File: src/sv/double_ended_priority_queue_assert.svh
// Assertion macros for the double-ended priority queue.
// Included by double_ended_priority_queue.sv; uses its clock and reset nets.
`ifndef DOUBLE_ENDED_PRIORITY_QUEUE_ASSERT_SVH
`define DOUBLE_ENDED_PRIORITY_QUEUE_ASSERT_SVH

// same-cycle implication, checked out of reset
`define DEPQ_ASSERT_SAME(label, ante, cons, msg) \
   label: assert property (@(posedge clock) disable iff (reset) (ante) |-> (cons)) \
      else $error(msg);

// next-cycle implication, checked out of reset
`define DEPQ_ASSERT_NEXT(label, ante, cons, msg) \
   label: assert property (@(posedge clock) disable iff (reset) (ante) |=> (cons)) \
      else $error(msg);

`endif

File: src/sv/depq_pkg.sv
// Package for the double-ended priority queue: item types, codes, states.
// No dependencies.
`default_nettype none

package depq_pkg;

   localparam int CAPACITY_DEFAULT = 64;
   localparam int ID_W             = 20;
   localparam int PRI_W            = 24;

   typedef enum logic [1:0] {
      OP_INSERT     = 2'd0,
      OP_SERVE_HIGH = 2'd1,
      OP_SERVE_LOW  = 2'd2
   } op_type;

   typedef enum logic [1:0] {
      ST_SERVED  = 2'd0,
      ST_EMPTY   = 2'd1,
      ST_DROPPED = 2'd2
   } status_type;

   typedef struct packed {
      op_type             req_type;
      logic [ID_W-1:0]    client_id;
      logic [PRI_W-1:0]   priority_req;
   } req_item_type;

   typedef struct packed {
      logic [ID_W-1:0]    served_id;
      status_type         status;
   } rsp_item_type;

   // one stored entry
   typedef struct packed {
      logic [PRI_W-1:0]   pri;
      logic [ID_W-1:0]    id;
   } entry_type;

   typedef enum logic [2:0] {
      S_IDLE,
      S_INS_RD,
      S_INS_CMP,
      S_SRV_RD,
      S_SRV_OUT
   } state_type;

endpackage

`default_nettype wire

File: src/sv/double_ended_priority_queue.sv
// Double-ended priority queue: sorted entry store in a ring-addressed memory.
// Depends on depq_pkg and double_ended_priority_queue_assert.svh.
`default_nettype none

`include "double_ended_priority_queue_assert.svh"

// Keeps up to CAPACITY (id, priority) entries sorted by ascending priority
// in one memory, addressed as a ring from a head pointer so that removing
// the lowest entry moves no data. An item is taken when start is high and
// busy is low. Results come on rsp_item for one cycle with rsp_strobe high
// and cannot be held off; a successful insert gives no result.
// Busy states after the accepting edge:
//   insert: a read and a compare state per stored entry moved up, then a
//     read state (stops at the head) or a compare state (stops at a lower
//     entry); the one memory read port and the single priority comparator
//     handle one stored entry at a time;
//   serve highest / lowest: memory read, then update, result strobed in
//     the cycle after that;
//   insert when full, serve when empty: no busy state, result strobed in
//     the next cycle; unused code: no busy state, no result, nothing changes.
// A new entry goes in front of stored entries with equal priority.
// The memory needs no clearing after reset: only entries below the count
// are read.
module double_ended_priority_queue #(
   parameter int CAPACITY = depq_pkg::CAPACITY_DEFAULT
) (
   input  wire                     clock,
   input  wire                     reset,
   input  wire                     start,
   input  depq_pkg::req_item_type  req_item,
   output logic                    busy,
   output logic                    rsp_strobe,
   output depq_pkg::rsp_item_type  rsp_item
);

   localparam int AW = (CAPACITY > 1) ? $clog2(CAPACITY) : 1;
   localparam int CW = $clog2(CAPACITY + 1);
   localparam logic [CW-1:0] CAP_COUNT = CW'(CAPACITY);
   localparam logic [AW:0]   CAP_WRAP  = (AW + 1)'(CAPACITY);

   // ring address: base + offset, both below CAPACITY
   function automatic logic [AW-1:0] to_phys(input logic [AW-1:0] base,
                                             input logic [AW-1:0] offs);
      logic [AW:0] sum;
      sum = {1'b0, base} + {1'b0, offs};
      if (sum >= CAP_WRAP) begin
         sum = sum - CAP_WRAP;
      end
      return sum[AW-1:0];
   endfunction

   // control state
   depq_pkg::state_type state_ff, state_in;
   logic [CW-1:0]       count_ff, count_in;
   logic [AW-1:0]       head_ff, head_in;
   logic                rsp_strobe_ff, rsp_strobe_in;

   // working payload
   logic [AW-1:0]          pos_ff, pos_in;     // logical slot being filled
   depq_pkg::op_type       op_ff, op_in;
   depq_pkg::entry_type    new_ff, new_in;
   depq_pkg::rsp_item_type rsp_ff, rsp_in;

   // memory and its ports
   depq_pkg::entry_type mem [CAPACITY];
   depq_pkg::entry_type rd_data_ff;
   logic [AW-1:0]       rd_addr;
   logic                wr_en;
   logic [AW-1:0]       wr_addr;
   depq_pkg::entry_type wr_data;

   logic          accept;
   logic [CW-1:0] count_m1;

   assign busy       = (state_ff != depq_pkg::S_IDLE);
   assign accept     = start && !busy;
   assign count_m1   = count_ff - CW'(1);
   assign rsp_strobe = rsp_strobe_ff;
   assign rsp_item   = rsp_ff;

   // ---------------- next state ----------------
   always_comb begin
      state_in = state_ff;
      case (state_ff)
         depq_pkg::S_IDLE: begin
            if (accept) begin
               case (req_item.req_type)
                  depq_pkg::OP_INSERT: begin
                     if (count_ff != CAP_COUNT) begin
                        state_in = depq_pkg::S_INS_RD;
                     end
                  end
                  depq_pkg::OP_SERVE_HIGH, depq_pkg::OP_SERVE_LOW: begin
                     if (count_ff != '0) begin
                        state_in = depq_pkg::S_SRV_RD;
                     end
                  end
                  default: ;
               endcase
            end
         end
         depq_pkg::S_INS_RD: begin
            // at the head the new entry lands without a compare
            if (pos_ff == '0) begin
               state_in = depq_pkg::S_IDLE;
            end else begin
               state_in = depq_pkg::S_INS_CMP;
            end
         end
         depq_pkg::S_INS_CMP: begin
            if (rd_data_ff.pri >= new_ff.pri) begin
               state_in = depq_pkg::S_INS_RD;
            end else begin
               state_in = depq_pkg::S_IDLE;
            end
         end
         depq_pkg::S_SRV_RD:  state_in = depq_pkg::S_SRV_OUT;
         depq_pkg::S_SRV_OUT: state_in = depq_pkg::S_IDLE;
         default:             state_in = depq_pkg::S_IDLE;
      endcase
   end

   // ---------------- datapath and outputs ----------------
   always_comb begin
      count_in      = count_ff;
      head_in       = head_ff;
      pos_in        = pos_ff;
      op_in         = op_ff;
      new_in        = new_ff;
      wr_en         = 1'b0;
      wr_addr       = head_ff;
      wr_data       = new_ff;
      rd_addr       = head_ff;
      rsp_strobe_in = 1'b0;
      rsp_in        = '{served_id: '0, status: depq_pkg::ST_SERVED};

      case (state_ff)
         depq_pkg::S_IDLE: begin
            if (accept) begin
               op_in  = req_item.req_type;
               new_in = '{pri: req_item.priority_req, id: req_item.client_id};
               pos_in = count_ff[AW-1:0];   // append slot; unused when full
               if (req_item.req_type == depq_pkg::OP_INSERT) begin
                  if (count_ff == CAP_COUNT) begin
                     rsp_strobe_in = 1'b1;
                     rsp_in.status = depq_pkg::ST_DROPPED;
                  end
               end else if (req_item.req_type inside {depq_pkg::OP_SERVE_HIGH,
                                                      depq_pkg::OP_SERVE_LOW}) begin
                  if (count_ff == '0) begin
                     rsp_strobe_in = 1'b1;
                     rsp_in.status = depq_pkg::ST_EMPTY;
                  end
               end
            end
         end
         depq_pkg::S_INS_RD: begin
            if (pos_ff == '0) begin
               wr_en    = 1'b1;
               wr_addr  = head_ff;
               wr_data  = new_ff;
               count_in = count_ff + CW'(1);
            end else begin
               rd_addr = to_phys(head_ff, pos_ff - AW'(1));
            end
         end
         depq_pkg::S_INS_CMP: begin
            wr_en   = 1'b1;
            wr_addr = to_phys(head_ff, pos_ff);
            if (rd_data_ff.pri >= new_ff.pri) begin
               // shift the lower neighbor up one slot
               wr_data = rd_data_ff;
               pos_in  = pos_ff - AW'(1);
            end else begin
               wr_data  = new_ff;
               count_in = count_ff + CW'(1);
            end
         end
         depq_pkg::S_SRV_RD: begin
            if (op_ff == depq_pkg::OP_SERVE_LOW) begin
               rd_addr = head_ff;
            end else begin
               rd_addr = to_phys(head_ff, count_m1[AW-1:0]);
            end
         end
         depq_pkg::S_SRV_OUT: begin
            rsp_strobe_in    = 1'b1;
            rsp_in.served_id = rd_data_ff.id;
            rsp_in.status    = depq_pkg::ST_SERVED;
            count_in         = count_m1;
            if (op_ff == depq_pkg::OP_SERVE_LOW) begin
               head_in = to_phys(head_ff, AW'(1));
            end
         end
         default: ;
      endcase
   end

   // ---------------- registers ----------------
   always_ff @(posedge clock) begin
      if (reset) begin
         state_ff      <= depq_pkg::S_IDLE;
         count_ff      <= '0;
         head_ff       <= '0;
         rsp_strobe_ff <= 1'b0;
      end else begin
         state_ff      <= state_in;
         count_ff      <= count_in;
         head_ff       <= head_in;
         rsp_strobe_ff <= rsp_strobe_in;
      end
   end

   always_ff @(posedge clock) begin
      pos_ff <= pos_in;
      op_ff  <= op_in;
      new_ff <= new_in;
      rsp_ff <= rsp_in;
   end

   // entry memory: one write, one registered read per cycle
   always_ff @(posedge clock) begin
      if (wr_en) begin
         mem[wr_addr] <= wr_data;
      end
      rd_data_ff <= mem[rd_addr];
   end

   // ---------------- assertions ----------------
   `DEPQ_ASSERT_SAME(a_count_range, 1'b1, count_ff <= CAP_COUNT,
      "entry count above capacity")
   `DEPQ_ASSERT_NEXT(a_full_drop,
      accept && req_item.req_type == depq_pkg::OP_INSERT && count_ff == CAP_COUNT,
      rsp_strobe && rsp_item.status == depq_pkg::ST_DROPPED && $stable(count_ff),
      "insert into full store not dropped")
   `DEPQ_ASSERT_NEXT(a_serve_count, state_ff == depq_pkg::S_SRV_OUT,
      count_ff == $past(count_ff) - CW'(1) && rsp_strobe,
      "serve did not remove exactly one entry")
   `DEPQ_ASSERT_NEXT(a_result_source, !rsp_strobe_in,
      !rsp_strobe, "result strobe without a cause")

endmodule

`default_nettype wire
File: config.mk
export PLATFORM = sky130hd
export DESIGN_NAME = double_ended_priority_queue
export DESIGN_NICKNAME = d
export VERILOG_FILES = /design/src/sv/depq_pkg.sv /design/src/sv/double_ended_priority_queue.sv
export VERILOG_INCLUDE_DIRS = /design/src /design/src/sv
export SDC_FILE = /design/constraint.sdc
export NUM_CORES = 2
export LEC_CHECK = 0
export BUFFER_PORTS_ARGS = -buffer_cell sky130_fd_sc_hd__clkbuf_2
export CORE_UTILIZATION = 30
export CTS_CLUSTER_DIAMETER = 200
export DETAILED_ROUTE_END_ITERATION = 8
export SYNTH_ARGS = -nofsm -noshare
export SYNTH_HDL_FRONTEND = slang
export SYNTH_SLANG_ARGS = --single-unit
File: constraint.sdc
create_clock -name clock -period 5.8 [get_ports clock]
set_input_delay 0.87 -clock clock [delete_from_list [all_inputs] [get_ports clock]]
set_output_delay 0.87 -clock clock [all_outputs]
set_load 0.05 [all_outputs]
After elaboration in Yosys (flattened, before gate mapping)
Memory sizes are Yosys's and may differ from the RTL's. A register that Yosys moved wholly into a read port is not among the register bits.
Cells that the tools add are included.
{"block": "classes", "reduce_logical": 17, "n_eq_ne": 16, "add_sub_neg": 11, "n_lt_le_gt_ge": 5, "mux": 37}
{"op": "44-bit two-way mux", "count": 2}
{"op": "6-bit two-way mux", "count": 9}
{"op": "6-bit by 1-bit subtractor with 6-bit output, second input constant", "count": 5}
{"op": "7-bit >= comparator, second input constant", "count": 4}
{"op": "24-bit >= comparator", "count": 1}
{"op": "6-bit case mux with 2 select lines", "count": 2}
{"op": "6-bit by 6-bit adder with 7-bit output", "count": 3}
{"op": "7-bit case mux with 3 select lines", "count": 1}
{"op": "7-bit two-way mux", "count": 2}
{"op": "3-bit case mux with 4 select lines", "count": 1}
{"op": "1-bit two-way mux", "count": 10}
{"op": "3-bit two-way mux", "count": 3}
{"op": "2-bit two-way mux", "count": 4}
{"op": "2-bit != test, second input constant", "count": 4}
{"op": "6-bit by 1-bit adder with 7-bit output, second input constant", "count": 1}
{"op": "7-bit by 1-bit adder with 7-bit output, second input constant", "count": 1}
{"op": "7-bit == test, second input constant", "count": 1}
{"op": "7-bit logical NOT", "count": 1}
{"op": "7-bit != test, second input constant", "count": 1}
{"op": "7-bit nonzero test", "count": 1}
{"op": "7-bit by 1-bit subtractor with 7-bit output, second input constant", "count": 1}
{"op": "3-bit by 2-bit == test with 1-bit output, second input constant", "count": 2}
{"op": "6-bit logical NOT", "count": 1}
{"op": "3-bit != test, second input constant", "count": 2}
{"op": "other kinds (17)", "count": 23}
{"block": "totals", "mem_count": 1, "register_bits": 91, "mem_bits_rw": 2816, "output_inout_bits": 24}
{"memory": "mem", "depth": 64, "width": 44, "rd": 1, "rd_clocked_by_memory_dff": 1, "write_ports": 1, "line": "double_ended_priority_queue.sv:65", "source": "depq_pkg::entry_type mem [CAPACITY];"}

Depth between registers and ports, before layout
{"block": "logic_depth", "word_depth": 6, "mapped_depth": 18, "ltp_nobuf": 13}

Least setup slack after synthesis
No wires, ideal clock.
{"block": "synth_timing", "kind": "register -> register", "start": "register new_ff[41] (netlist name)", "end": "memory mem[0][20] (netlist name) (data pin)", "required_ps": 5098, "synth_period_minus_slack_ps": 5171, "path_stages_with_launch": 11, "t_arrival_ps": 4468, "setup_ps": 702, "setup_slack_ps": 629, "cell_sequence": "edfxtp_1 -> inv_1 -> ha_1 -> nand4_1 -> nor2_1 -> nor4b_1 -> a211oi_1 -> nand2b_1 -> clkbuf_1 -> clkbuf_1 -> o21ai_0"}
{"item": "start: declaration", "line": "double_ended_priority_queue.sv:61", "source": "depq_pkg::entry_type new_ff, new_in;"}
{"item": "start signal: assignment", "line": "double_ended_priority_queue.sv:217", "source": "new_ff <= new_in;"}
{"item": "end: declaration", "line": "double_ended_priority_queue.sv:65"}

==> run_results.csv <==
group,metric,value,unit
status,status,"completed",
detailed_routing,routed_wl,412000,um
sta,worstMarginPinSlew,1.27,ns
power_and_ir_drop,p_leak,45.8,nW
clocking,insertion_delay,0.91,ns
detailed_routing,drcViolationCount,0,
clocking,cts_hold_buf,0,
global_routing,grt_max_degree,130,
power_and_ir_drop,p_int,0.0394,W
job,cap_violations,0,
place,hpwl,212000,um
clocking,ctsResizeCount,0,
place,place_congestion,0.836,
finish,syn2layout_area_growth,15.5,%
synth,synth_ff_type,"edfxtp_1",
place,numPortBuffers,72,
clocking,cts_tree,"built",
clocking,path_clk_slew,0.06,ns
synth,yosysUniqueCellTypes,80,
floorplanning,boundaryPins,73,
power_and_ir_drop,seqPwrFrac,0.445,
clocking,clk_path_buf_depth,4,
power_and_ir_drop,p_per_area,424,mW/mm2
synth,ys_ff_latch,2951,
sta,setup_viol,0,
synth,avgSynthCellArea,14.6,um2
synth,postSynthCellCount,7927,
global_routing,grt_remaining_overflow,0,
worst_hold_path,min_from,"req_item[25]",
detailed_routing,vias_per_cell,5.64,
critical_path,cp-start-kind,"flip-flop",
floorplanning,rows,227,
clocking,htree_levels,5,
critical_path,crit_arrival,5.91,ns
sta,final_hold_viol_count,0,
synth,synth.net_count,8025,
finish,final_layout_size_suffix_gt1_frac,0.124,
floorplanning,coreArea,0.383,mm2
sta,skew,0.0520,ns
floorplanning,die_w,624,um
floorplanning,initial_core_util,0.303,
sta,finalCritPeriodShare,0.929,
synth,synthesis.area,0.116,mm2
global_routing,grt_pass1_wl,562000,um
finish,nets,8225,
finish,final_cell_mix,"2,868 x edfxtp_1, 1,734 x nand2_1, 672 x nand3_1",
detailed_routing,dr.pass1.iters,6,
critical_path,crit_type,"reg -> reg",
global_routing,grt_pass1_vias,70500,
global_routing,grt_use_total,0.204,
critical_path,cp_max_fo,64,
clocking,cts_buffers,289,
power_and_ir_drop,power,0.0569,W
finish,final_common_cell,"edfxtp_1",
floorplanning,die_h,624,um
clocking,post_cts_buffers,0,
power_and_ir_drop,vdd_drop_max,0.000245,V
power_and_ir_drop,p_sw_frac,0.308,
detailed_routing,via_count,75500,
sta,rsz0062_at_grt,"false",
worst_hold_path,hold_class,"in -> reg",
detailed_routing,antenna_left,0,
floorplanning,die_area,0.389,mm2
sta,period_minus_slack,5.39,ns
sta,totalNegativeSetupSlack,0,ns
finish,stdcell_count,13400,
sta,maxSlewHeadroom,0.128,
sta,timing.hold.ws,0.140,ns
detailed_routing,drt_iter0_drc,12400,
sta,timing.fmax,0.186,GHz
critical_path,worstSetupEndpointType,"flip-flop",
clocking,cts-root-buf,"clkbuf_16",
clocking,cts.sinks,2951,
power_and_ir_drop,switching_power,0.0175,W
critical_path,cp-startpoint,"rd_data_ff[20]",
critical_path,r2r-start,"rd_data_ff[20]",
synth,synth_edf_count,2868,
power_and_ir_drop,power_frac_comb,0.225,
global_routing,grt_antenna_before_repair,18,
synth,yosysWarnings,0,
detailed_routing,drt-wirelength-per-cell,30.7,um
synth,async_flop_share,0,
place,placedCellCount,12900,
sta,report.final.slew_viol_count,0,
critical_path,required,6.32,ns
power_and_ir_drop,pwr-share-clk,0.330,
synth,ys_seq_area_frac,0.757,
## state kept, by name, indices dropped and copies added, names as in the netlist
signal and flops:
rd_data_ff 44, pos_ff 6, rsp_strobe 1, mem 2816
state_ff 3, op_ff 2, new_ff 44, head_ff 6
rsp_item 22, count_ff 7
## metrics by stage
step	setup slack [ns]	area, um2	util
CTS	0.581	134000	0.349
global route	0.411	134000	0.350
detailed placement	0.639	125000	0.325
global placement	0.686	125000	0.325
floorplan	0.629	116000	-
finish	0.413	134000	0.350
## synthesized netlist by cell type, drive strengths merged (11+ instances only)
cell     instances  share of area
edfxtp        2868           0.74
nand2         1742          0.056
nand3          672          0.029
mux2i          388          0.033
buf            345          0.015
a21oi          304          0.013
clkbuf         165         0.0054
a32oi          139          0.010
nor2           124         0.0041
and3           110         0.0059
o22ai           99         0.0053
a211oi          92         0.0060
dfxtp           83          0.014
a311oi          76         0.0057
nand4           71         0.0038
mux2            56         0.0054
or4             53         0.0034
inv             48         0.0016
o21ai           47         0.0020
ha              46         0.0050
mux4            42         0.0082
nor4            41         0.0022
nor3            36         0.0016
a2111oi         33         0.0025
a31oi           32         0.0017
a221oi          19         0.0015
xnor2           19         0.0014
o221ai          15         0.0011
a22oi           14        0.00091
a21o            11        0.00071
## logic make-up after synthesis
| logic type | synth area share |
|---|---|
| flip-flops | 0.757 |
| AND/OR/NAND/NOR | 0.109 |
| AO/OA/AOI/OAI | 0.0575 |
| buffers and inverters | 0.0217 |
| multiplexers | 0.0471 |
| adder cells (fa/ha/maj) | 0.00548 |
| XOR/XNOR | 0.00219 |
## cell type report
| cell class | instances | area (um2) |
|---|---|---|
| clock buffer | 380 | 7910 |
| tap | 5038 | 6300 |
| sequential | 2951 | 87800 |
| clock inverter | 133 | 1300 |
| multi-input combinational | 4418 | 26500 |
| antenna | 10 | 25.0 |
| fill | 36200 | 249000 |
| inverter | 48 | 181 |
| timing repair buffer | 419 | 4070 |
## final timing paths
check / cells after the start / slack [ns] / to
max: 12 / 0.41 / mem[41][38]
min: 1 / 0.14 / new_ff[1]
max reg2reg: 12 / 0.41 / mem[41][38]
min reg2reg: 2 / 0.51 / count_ff[6]
## power by group through the flow
stage / Sequential, W / Combinational (W) / Clock, W
after floorplan: 0.0255 / 0.00740 / 0
after global placement: 0.0258 / 0.0122 / 0
after detailed placement: 0.0258 / 0.0124 / 0
after CTS: 0.0253 / 0.0125 / 0.0189
after global routing: 0.0253 / 0.0134 / 0.0196
final: 0.0253 / 0.0128 / 0.0188
## critical path, stage by stage (launching register included)
cell	delay (ns)
dfxtp_1	0.36
inv_1	0.10
ha_1	0.27
nand2b_1	0.27
a21o_1	0.29
a21o_1	0.38
a21oi_1	0.24
o21ai_0	0.31
a211oi_1	0.63
buf_4	0.23
nand2b_4	0.57
buf_4	0.34
mux2_2	0.92
## per-layer routing
layer	GRT usage	vias to the layer above	wire length, um
met2	0.324	5430	188000
met5	0	-	140
met3	0.0415	1061	48100
met1	0.267	38400	154000
li1	-	30600	-
met4	0.0991	16	22000
Power figures use the tool's default switching activity.
